==> src/rtl/sme_pkg.sv <==
package sme_pkg;

    // action codes of an input word
    typedef enum logic [1:0] {
        ACT_TICK  = 2'd0,
        ACT_WRITE = 2'd1,
        ACT_READ  = 2'd2,
        ACT_NONE  = 2'd3
    } action_t;

    // register indexes on the configuration port
    localparam logic REG_HALF_PERIOD = 1'b0;
    localparam logic REG_CS_SETUP    = 1'b1;

    localparam int CNT_W  = 6;
    localparam int WAIT_W = 24;
    localparam int HP_W   = 16;
    localparam int TX_W   = 32;
    localparam int RD_W   = 16;

    localparam logic [HP_W-1:0]   HP_RESET    = 16'd1;
    localparam logic [WAIT_W-1:0] SETUP_RESET = 24'd1000000;

    // sequencer phases, one-hot
    typedef enum logic [5:0] {
        PH_IDLE  = 6'b000001,
        PH_SETUP = 6'b000010,
        PH_WLOW  = 6'b000100,
        PH_WHIGH = 6'b001000,
        PH_RHIGH = 6'b010000,
        PH_RLOW  = 6'b100000
    } phase_t;

    // classified word handed from front to engine
    typedef struct packed {
        logic             start_wr;
        logic             start_rd;
        logic [TX_W-1:0]  data;
        logic [CNT_W-1:0] cnt;
        logic             miso;
    } cmd_t;

    // one result word
    typedef struct packed {
        logic            cs_n;
        logic            sclk;
        logic            mosi;
        logic            busy;
        logic [RD_W-1:0] rdata;
        logic            done;
        logic            rejected;
    } res_t;

endpackage

==> src/rtl/sme_front.sv <==
module sme_front #(
    parameter int MAX_BITS = 32
) (
    input  logic                        clk,
    input  logic                        rst_n,
    input  logic                        push,
    output logic                        full,
    input  logic [1:0]                  action,
    input  logic [31:0]                 write_data,
    input  logic [5:0]                  bit_count,
    input  logic                        miso_level,
    output logic                        cmd_valid,
    input  logic                        cmd_take,
    output sme_pkg::cmd_t               cmd
);

    sme_pkg::cmd_t mem_reg [2];
    logic          wr_ptr_reg, wr_ptr_next;
    logic          rd_ptr_reg, rd_ptr_next;
    logic [1:0]    cnt_reg, cnt_next;
    sme_pkg::cmd_t cls;
    logic          do_push, do_pop;

    // decode action and saturate the bit count
    always_comb
    begin
        cls.start_wr = 1'b0;
        cls.start_rd = 1'b0;
        case (sme_pkg::action_t'(action))
            sme_pkg::ACT_WRITE: cls.start_wr = 1'b1;
            sme_pkg::ACT_READ:  cls.start_rd = 1'b1;
            default:            ;
        endcase
        cls.data = write_data;
        cls.miso = miso_level;
        if ({26'd0, bit_count} > 32'(MAX_BITS))
            cls.cnt = sme_pkg::CNT_W'(MAX_BITS);
        else
            cls.cnt = bit_count;
    end

    assign full      = (cnt_reg == 2'd2);
    assign cmd_valid = (cnt_reg != 2'd0);
    assign do_push   = push && !full;
    assign do_pop    = cmd_take && cmd_valid;

    // two-entry queue toward the engine
    always_comb
    begin
        wr_ptr_next = wr_ptr_reg ^ do_push;
        rd_ptr_next = rd_ptr_reg ^ do_pop;
        cnt_next    = cnt_reg + {1'b0, do_push} - {1'b0, do_pop};
    end

    always_ff @(posedge clk or negedge rst_n)
    begin
        if (!rst_n)
        begin
            wr_ptr_reg <= 1'b0;
            rd_ptr_reg <= 1'b0;
            cnt_reg    <= 2'd0;
        end
        else
        begin
            wr_ptr_reg <= wr_ptr_next;
            rd_ptr_reg <= rd_ptr_next;
            cnt_reg    <= cnt_next;
        end
    end

    always_ff @(posedge clk)
    begin
        if (do_push)
            mem_reg[wr_ptr_reg] <= cls;
    end

    assign cmd = mem_reg[rd_ptr_reg];

endmodule

==> src/rtl/sme_engine.sv <==
module sme_engine #(
    parameter int MAX_BITS   = 32,
    parameter int READ_WIDTH = 16
) (
    input  logic                               clk,
    input  logic                               rst_n,
    input  logic                               cmd_valid,
    output logic                               cmd_take,
    input  sme_pkg::cmd_t                      cmd,
    input  logic [sme_pkg::HP_W-1:0]           half_period,
    input  logic [sme_pkg::WAIT_W-1:0]         cs_setup,
    output logic                               empty,
    input  logic                               pop,
    output sme_pkg::res_t                      res
);

    sme_pkg::phase_t               phase_reg, phase_next;
    logic [sme_pkg::CNT_W-1:0]     bits_reg, bits_next;
    logic [sme_pkg::TX_W-1:0]      tx_reg, tx_next;
    logic [READ_WIDTH-1:0]         rx_reg, rx_next;
    logic [sme_pkg::WAIT_W-1:0]    wait_reg, wait_next;
    logic                          cs_reg, cs_next;
    logic                          clk_reg, clk_next;
    logic                          mosi_reg, mosi_next;
    logic                          rd_reg, rd_next;

    sme_pkg::res_t                 q_reg [2];
    logic                          qw_reg, qr_reg;
    logic [1:0]                    qc_reg, qc_next;
    logic                          q_pop;
    sme_pkg::res_t                 res_word;

    logic [sme_pkg::WAIT_W-1:0]    hp_load;
    logic                          rejected, done;
    logic [sme_pkg::CNT_W-1:0]     bits_dec;
    logic [sme_pkg::CNT_W-1:0]     idx;
    logic                          wait_end;
    logic [31:0]                   rx_wide;

    // step whenever a word waits and the result queue has room
    assign q_pop    = pop && (qc_reg != 2'd0);
    assign cmd_take = cmd_valid && ((qc_reg != 2'd2) || q_pop);
    assign hp_load  = (half_period == '0) ? sme_pkg::WAIT_W'(1)
                                          : sme_pkg::WAIT_W'(half_period);
    assign wait_end = (wait_reg <= sme_pkg::WAIT_W'(1));

    // tx bit for a given remaining count, zero past the data word
    function automatic logic tx_pick(input logic [sme_pkg::CNT_W-1:0] left,
                                     input logic [sme_pkg::TX_W-1:0] sh);
        logic [sme_pkg::CNT_W-1:0] i;
        i = left - sme_pkg::CNT_W'(1);
        if (left == '0 || i >= sme_pkg::CNT_W'(sme_pkg::TX_W))
            return 1'b0;
        return sh[i[4:0]];
    endfunction

    // pin sequencer
    always_comb
    begin
        phase_next = phase_reg;
        bits_next  = bits_reg;
        tx_next    = tx_reg;
        rx_next    = rx_reg;
        wait_next  = wait_reg;
        cs_next    = cs_reg;
        clk_next   = clk_reg;
        mosi_next  = mosi_reg;
        rd_next    = rd_reg;
        done       = 1'b0;
        rejected   = (cmd.start_wr || cmd.start_rd) && (phase_reg != sme_pkg::PH_IDLE);
        bits_dec   = bits_reg - sme_pkg::CNT_W'(1);
        idx        = bits_dec;

        if (cmd.start_wr && !rejected)
        begin
            rd_next    = 1'b0;
            tx_next    = cmd.data;
            bits_next  = cmd.cnt;
            cs_next    = 1'b0;
            wait_next  = cs_setup;
            phase_next = sme_pkg::PH_SETUP;
        end
        else if (cmd.start_rd && !rejected)
        begin
            rd_next   = 1'b1;
            rx_next   = '0;
            bits_next = cmd.cnt;
            cs_next   = 1'b0;
            if (cmd.cnt == '0)
            begin
                mosi_next  = 1'b0;
                clk_next   = 1'b0;
                cs_next    = 1'b1;
                phase_next = sme_pkg::PH_IDLE;
                done       = 1'b1;
            end
            else
            begin
                clk_next   = 1'b1;
                wait_next  = hp_load;
                phase_next = sme_pkg::PH_RHIGH;
            end
        end
        else
        begin
            // timed phases count down, a wait ends at one or zero
            if (phase_reg != sme_pkg::PH_SETUP && phase_reg != sme_pkg::PH_IDLE)
                wait_next = wait_end ? '0 : wait_reg - sme_pkg::WAIT_W'(1);
            case (phase_reg)
                sme_pkg::PH_IDLE: ;
                sme_pkg::PH_SETUP:
                begin
                    if (wait_reg != '0)
                        wait_next = wait_reg - sme_pkg::WAIT_W'(1);
                    else if (bits_reg == '0)
                    begin
                        mosi_next  = 1'b0;
                        clk_next   = 1'b0;
                        cs_next    = 1'b1;
                        phase_next = sme_pkg::PH_IDLE;
                    end
                    else
                    begin
                        mosi_next  = tx_pick(bits_reg, tx_reg);
                        wait_next  = hp_load;
                        phase_next = sme_pkg::PH_WLOW;
                    end
                end
                sme_pkg::PH_WLOW:
                begin
                    if (wait_end)
                    begin
                        clk_next   = 1'b1;
                        wait_next  = hp_load;
                        phase_next = sme_pkg::PH_WHIGH;
                    end
                end
                sme_pkg::PH_WHIGH:
                begin
                    if (wait_end)
                    begin
                        clk_next  = 1'b0;
                        bits_next = bits_dec;
                        if (bits_dec != '0)
                        begin
                            mosi_next  = tx_pick(idx, tx_reg);
                            wait_next  = hp_load;
                            phase_next = sme_pkg::PH_WLOW;
                        end
                        else
                        begin
                            mosi_next  = 1'b0;
                            cs_next    = 1'b1;
                            phase_next = sme_pkg::PH_IDLE;
                        end
                    end
                end
                sme_pkg::PH_RHIGH:
                begin
                    if (wait_end)
                    begin
                        rx_next    = {rx_reg[READ_WIDTH-2:0], cmd.miso};
                        clk_next   = 1'b0;
                        wait_next  = hp_load;
                        phase_next = sme_pkg::PH_RLOW;
                    end
                end
                sme_pkg::PH_RLOW:
                begin
                    if (wait_end)
                    begin
                        bits_next = bits_dec;
                        if (bits_dec != '0)
                        begin
                            clk_next   = 1'b1;
                            wait_next  = hp_load;
                            phase_next = sme_pkg::PH_RHIGH;
                        end
                        else
                        begin
                            mosi_next  = 1'b0;
                            clk_next   = 1'b0;
                            cs_next    = 1'b1;
                            phase_next = sme_pkg::PH_IDLE;
                            done       = 1'b1;
                        end
                    end
                end
                default: phase_next = sme_pkg::PH_IDLE;
            endcase
        end

        rx_wide            = 32'(rx_next);
        res_word.cs_n      = cs_next;
        res_word.sclk      = clk_next;
        res_word.mosi      = mosi_next;
        res_word.busy      = (phase_next != sme_pkg::PH_IDLE);
        res_word.rdata     = rx_wide[sme_pkg::RD_W-1:0];
        res_word.done      = done;
        res_word.rejected  = rejected;
    end

    always_ff @(posedge clk or negedge rst_n)
    begin
        if (!rst_n)
        begin
            phase_reg <= sme_pkg::PH_IDLE;
            bits_reg  <= '0;
            tx_reg    <= '0;
            rx_reg    <= '0;
            wait_reg  <= '0;
            cs_reg    <= 1'b1;
            clk_reg   <= 1'b0;
            mosi_reg  <= 1'b0;
            rd_reg    <= 1'b0;
        end
        else if (cmd_take)
        begin
            phase_reg <= phase_next;
            bits_reg  <= bits_next;
            tx_reg    <= tx_next;
            rx_reg    <= rx_next;
            wait_reg  <= wait_next;
            cs_reg    <= cs_next;
            clk_reg   <= clk_next;
            mosi_reg  <= mosi_next;
            rd_reg    <= rd_next;
        end
    end

    // two-entry result queue
    assign qc_next = qc_reg + {1'b0, cmd_take} - {1'b0, q_pop};

    always_ff @(posedge clk or negedge rst_n)
    begin
        if (!rst_n)
        begin
            qw_reg <= 1'b0;
            qr_reg <= 1'b0;
            qc_reg <= 2'd0;
        end
        else
        begin
            qw_reg <= qw_reg ^ cmd_take;
            qr_reg <= qr_reg ^ q_pop;
            qc_reg <= qc_next;
        end
    end

    always_ff @(posedge clk)
    begin
        if (cmd_take)
            q_reg[qw_reg] <= res_word;
    end

    assign empty = (qc_reg == 2'd0);
    assign res   = q_reg[qr_reg];

    // idle pins are released
    a_idle_pins: assert property (@(posedge clk) disable iff (!rst_n)
        phase_reg == sme_pkg::PH_IDLE |-> cs_reg && !clk_reg && !mosi_reg)
        else $error("pins not released while idle");

    // chip select held low through a transaction
    a_busy_cs: assert property (@(posedge clk) disable iff (!rst_n)
        phase_reg != sme_pkg::PH_IDLE |-> !cs_reg)
        else $error("cs_n high during transaction");

    // result queue never overfills
    a_q_bound: assert property (@(posedge clk) disable iff (!rst_n)
        qc_reg != 2'd3)
        else $error("result queue overflow");

    // read phases only run a read
    a_dir: assert property (@(posedge clk) disable iff (!rst_n)
        (phase_reg == sme_pkg::PH_RHIGH || phase_reg == sme_pkg::PH_RLOW) |-> rd_reg)
        else $error("read phase without read transaction");

    // remaining bit count stays within the limit
    a_bits: assert property (@(posedge clk) disable iff (!rst_n)
        32'(bits_reg) <= 32'(MAX_BITS))
        else $error("bit count above limit");

endmodule

==> src/rtl/spi_master_bit_engine_core.sv <==
// channel | handshake          | word
// --------+--------------------+------------------------------------------------
// input   | push / full        | action, write_data, bit_count, miso_level
// result  | empty / pop        | cs_n, sclk, mosi, busy_res, read_data,
//         |                    | read_done, start_rejected
// config  | psel/penable/pready| paddr 0 half_period_ticks, 4 cs_setup_ticks
//
// one tick word is taken per cycle while the result queue has room and its
// result word is queued the same cycle; the single engine step sets that rate,
// two-entry queues sit in front of and behind it so either side can stall alone
// reset: sequencer cs_n high, sclk and mosi low, idle, both queues empty
// registers come up at half period 1 and setup 1000000 ticks
module spi_master_bit_engine_core #(
    parameter int MAX_BITS   = 32,
    parameter int READ_WIDTH = 16
) (
    input  logic        clk,
    input  logic        rst_n,
    input  logic        push,
    output logic        full,
    input  logic [1:0]  action,
    input  logic [31:0] write_data,
    input  logic [5:0]  bit_count,
    input  logic        miso_level,
    output logic        empty,
    input  logic        pop,
    output logic        cs_n,
    output logic        sclk,
    output logic        mosi,
    output logic        busy_res,
    output logic [15:0] read_data,
    output logic        read_done,
    output logic        start_rejected,
    input  logic        psel,
    input  logic        penable,
    input  logic        pwrite,
    input  logic [2:0]  paddr,
    input  logic [31:0] pwdata,
    output logic [31:0] prdata,
    output logic        pready
);

    logic [sme_pkg::HP_W-1:0]   hp_reg;
    logic [sme_pkg::WAIT_W-1:0] setup_reg;
    logic                       cfg_wr;
    logic                       cmd_valid, cmd_take;
    sme_pkg::cmd_t              cmd;
    sme_pkg::res_t              res;

    // configuration registers
    assign pready = 1'b1;
    assign cfg_wr = psel && penable && pwrite;

    always_ff @(posedge clk or negedge rst_n)
    begin
        if (!rst_n)
        begin
            hp_reg    <= sme_pkg::HP_RESET;
            setup_reg <= sme_pkg::SETUP_RESET;
        end
        else if (cfg_wr)
        begin
            if (paddr[2] == sme_pkg::REG_HALF_PERIOD)
                hp_reg <= pwdata[sme_pkg::HP_W-1:0];
            else
                setup_reg <= pwdata[sme_pkg::WAIT_W-1:0];
        end
    end

    assign prdata = (paddr[2] == sme_pkg::REG_CS_SETUP) ? 32'(setup_reg) : 32'(hp_reg);

    sme_front #(
        .MAX_BITS (MAX_BITS)
    ) u_front (
        .clk        (clk),
        .rst_n      (rst_n),
        .push       (push),
        .full       (full),
        .action     (action),
        .write_data (write_data),
        .bit_count  (bit_count),
        .miso_level (miso_level),
        .cmd_valid  (cmd_valid),
        .cmd_take   (cmd_take),
        .cmd        (cmd)
    );

    sme_engine #(
        .MAX_BITS   (MAX_BITS),
        .READ_WIDTH (READ_WIDTH)
    ) u_engine (
        .clk         (clk),
        .rst_n       (rst_n),
        .cmd_valid   (cmd_valid),
        .cmd_take    (cmd_take),
        .cmd         (cmd),
        .half_period (hp_reg),
        .cs_setup    (setup_reg),
        .empty       (empty),
        .pop         (pop),
        .res         (res)
    );

    // result word fields
    assign cs_n           = res.cs_n;
    assign sclk           = res.sclk;
    assign mosi           = res.mosi;
    assign busy_res       = res.busy;
    assign read_data      = res.rdata;
    assign read_done      = res.done;
    assign start_rejected = res.rejected;

endmodule
==> config.mk <==
export PLATFORM = sky130hd
export DESIGN_NAME = spi_master_bit_engine_core
export DESIGN_NICKNAME = d
export VERILOG_FILES = /design/src/rtl/sme_pkg.sv /design/src/rtl/sme_front.sv /design/src/rtl/sme_engine.sv /design/src/rtl/spi_master_bit_engine_core.sv
export SDC_FILE = /design/constraint.sdc
export NUM_CORES = 1
export LEC_CHECK = 0
export BUFFER_PORTS_ARGS = -buffer_cell sky130_fd_sc_hd__buf_4
export CORE_UTILIZATION = 28
export DETAILED_ROUTE_END_ITERATION = 8
export SETUP_SLACK_MARGIN = 0.3
export SYNTH_ARGS = -nofsm -noshare
export SYNTH_HDL_FRONTEND = slang
export SYNTH_SLANG_ARGS = --single-unit
==> constraint.sdc <==
create_clock -name clk -period 5.3 [get_ports clk]
set_clock_uncertainty 0.2 [all_clocks]
set_input_delay 1.06 -clock clk [delete_from_list [all_inputs] [get_ports clk]]
set_output_delay 1.06 -clock clk [all_outputs]
set_load 0.005 [all_outputs]
==> impl_metrics.yaml <==
clock_network:
  root_buffer: "clkbuf_16"
  cts.reportedPaths.clkPinSlew_ps: 60
  postCtsSetupBuffers: 0
  cts_buffers: 29
  cts_tree: "yes"
  clock_latency_ps: 560
  cts_sinks: 261
  clockBufferDepth: 3
  cts_hold_buf: 0
  post_cts_resized: 0
  htree_levels: 1
routing:
  routed-via-count: 8600
  drt-wirelength-per-cell_um: 17.0
  wirelength_um: 29900
  viasPerCell: 4.90
  ant_nets: 0
  drc: 0
  firstDrtPassIters: 5
  drt-initial-drc-count: 567
placed_design:
  dp_hpwl_um: 20200
  numPortBuffers: 120
  place_congestion: 0.872
  dp.cells: 1700
cells_and_area:
  finalNonFillerCells: 1754
  multi_input_area_mm2: 0.00525
  drive_above_1_share: 0.287
  antenna_cells: 0
  fill_cells: 4352
  register_area_mm2: 0.00718
  fin_nets: 1234
  largest_reg_flops: 82
  area_growth_pct: 19.7
worst_hold_path:
  hold_depth: 2
  worstHoldStart: "u_engine.cs_reg$_DFFE_PN1P_"
  min_to: "u_engine.cs_reg$_DFFE_PN1P_"
  min-delay-path-class: "reg -> reg"
power_and_ir_drop:
  ir_drop_v: 0.000284
  power_mw: 9.19
  p_leak_nw: 6.09
  power_density_mw_per_mm2: 601
worst_setup_path:
  r2r_cells: 7
  cp.required_ps: 5550
  crit_path_max_fanout: 8
  critical-path-slowest-cell: "nor4_1"
  regToRegSetupSlack_ps: 1290
  path_cells: "or4_1 > nor4_1 > nand4_1 > and2_1 > a21oi_1 > nor3b_1 > o32ai_1"
  cp-end-kind: "flip-flop"
  timing.rr.start: "u_engine.wait_reg[16]$_DFFE_PN0P_"
  crit_type: "reg -> reg"
  regToRegEndpoint: "u_engine.wait_reg[8]$_DFFE_PN0P_"
  cp.arrival_ps: 4260
  cp_top_family: "simple AND/OR/NAND/NOR gates"
  critPathLaunchType: "flip-flop"
  critPathMaxStageDelay_ps: 790
  crit_buf_inv: 0
synth:
  ys_top_cells_by_area: "edfxtp_1, dfrtp_1, mux2_2"
  yosys.area.top_type_share: 0.296
  synthArstFlopShare: 0.517
  yosys_warnings: 0
  synthCells: 1037
  dominantRegCellSynth: "edfxtp_1"
  yosys.area.top_type: "edfxtp_1"
  synth-seq-area-share: 0.562
  netlist-cell-type-count: 83
  ys_ff_latch: 261
  syn_area_per_cell_um2: 12.3
  synth_edf_count: 126
  netlist_area_mm2: 0.0128
sta:
  period_minus_slack_ps: 4010
  tns_ps: 0
  finalHoldViolCount: 0
  worst_slew_pin_slew_ps: 1110
  rsz0062_at_grt: "false"
  period_share: 0.757
  setup_viol: 0
  maxSlewHeadroom: 0.259
  max_freq_mhz: 249
  drv_slew: 0
global_route:
  grt_remaining_overflow: 0
  antenna_found_initial: 0
  grt_start_max_net_pins: 105
  grt_pass1_wl_um: 48000
  grt_pass1_vias: 8650
  grtUsageTotal: 0.128
die:
  coreArea_mm2: 0.0446
  die_y_um: 216
  die_area_mm2: 0.0465
  die_w_um: 216
  rows: 77
  start_util: 0.286
  io-pin-count: 140
run_status:
  status: "finished, final reports clean"
job:
  drv_cap: 0
[worst max-delay path by stage]
stage                                        to  depth (start not counted)                              start
4_1_cts        u_engine.wait_reg[8]$_DFFE_PN0P_                          7  u_engine.wait_reg[16]$_DFFE_PN0P_
5_1_grt        u_engine.wait_reg[5]$_DFFE_PN0P_                          7  u_engine.wait_reg[16]$_DFFE_PN0P_
3_3_place_gp   u_engine.wait_reg[5]$_DFFE_PN0P_                          7  u_engine.wait_reg[16]$_DFFE_PN0P_
6_report       u_engine.wait_reg[8]$_DFFE_PN0P_                          7  u_engine.wait_reg[16]$_DFFE_PN0P_
2_1_floorplan   u_engine.q_reg[0][19]$_DFFE_PP_                         11   u_engine.bits_reg[0]$_DFFE_PN0P_
3_5_place_dp   u_engine.wait_reg[8]$_DFFE_PN0P_                          7  u_engine.wait_reg[16]$_DFFE_PN0P_
[metal layers]
| layer | wire length [um] | global-route usage | vias to the layer above |
|---|---|---|---|
| met4 | 776 | 0.0371 | 0 |
| met5 | 0 | 0 | - |
| met2 | 14800 | 0.217 | 207 |
| li1 | - | - | 4101 |
| met3 | 1130 | 0.0206 | 62 |
| met1 | 13100 | 0.167 | 4230 |
[area by class of cell]
cell class / count / share of cell area
clock buffer: 36 / 0.0512
clock inverter: 18 / 0.0166
inverter: 17 / 0.00417
multi-input combinational: 695 / 0.344
sequential: 261 / 0.469
tap: 592 / 0.0485
timing repair buffer: 135 / 0.0665
[Yosys cell counts, drive strengths merged, types with 3 or more instances]
| cell | count |
|---|---|
| buf | 21 |
| a21oi | 37 |
| ha | 12 |
| nor2b | 10 |
| nand3b | 3 |
| mux4 | 17 |
| edfxtp | 126 |
| nand2 | 67 |
| o221ai | 3 |
| clkbuf | 50 |
| or3 | 19 |
| o41ai | 4 |
| and3 | 6 |
| a21o | 5 |
| nand4 | 8 |
| o2bb2ai | 5 |
| xnor2 | 13 |
| and2 | 14 |
| nor3 | 24 |
| a31oi | 11 |
| o31ai | 7 |
| nor4 | 8 |
| a22o | 20 |
| o22ai | 7 |
| nand3 | 11 |
| mux2 | 98 |
| xor2 | 9 |
| dfrtp | 125 |
| nor2 | 58 |
| or4 | 7 |
| o32ai | 3 |
| a22oi | 4 |
| inv | 17 |
| o21ai | 84 |
| or2 | 7 |
| dfstp | 10 |
| a211oi | 5 |
| o311ai | 4 |
| nand2b | 3 |
| nor3b | 6 |
| mux2i | 47 |
| o211ai | 5 |
[metrics by stage]
step,util,hold WS (ps),area (um^2),setup WS (ps)
final,0.343,262,15300,1290
after global routing,0.343,290,15300,1220
after CTS,0.343,266,15300,1410
after detailed placement,0.319,252,14200,1400
after global placement,0.319,254,14200,1450
after floorplan,-,239,12800,1210
[cells by family after synthesis]
kind of cell | count (synthesis) | share of synthesized area
flip-flops | 261 | 0.562
AND/OR/NAND/NOR | 261 | 0.106
AO/OA/AOI/OAI | 229 | 0.121
multiplexers | 162 | 0.153
buffers and inverters | 88 | 0.0310
XOR/XNOR | 22 | 0.0151
adder cells (fa/ha/maj) | 12 | 0.0118
other | 2 | 0.000588
[worst min-delay path: cells and delay by family, from the launching register on]
| family | cells | cell delay, ps |
|---|---|---|
| and+or+nand+nor | 2 | 100 |
| DFF | 1 | 370 |
[where the power goes]
| group | internal [mW] | total [mW] | switching (mW) | leakage, nW |
|---|---|---|---|---|
| sequential | 2.89 | 3.38 | 0.495 | 2.86 |
| clock | 1.34 | 2.16 | 0.822 | 0.506 |
| combinational | 1.63 | 3.64 | 2.01 | 2.72 |
[cells in the final DEF (no fill, tap or decap), types with 17 or more instances in the layout]
| cell type | n |
|---|---|
| clkbuf_16 | 29 |
| mux4_2 | 17 |
| nor3_1 | 24 |
| dfrtp_1 | 124 |
| nand2_1 | 66 |
| a21oi_1 | 37 |
| edfxtp_1 | 126 |
| inv_1 | 17 |
| a22o_1 | 19 |
| or3_1 | 19 |
| mux2_2 | 98 |
| mux2i_1 | 47 |
| buf_4 | 134 |
| nor2_1 | 57 |
| o21ai_0 | 79 |
Power figures use the tool's default switching activity.
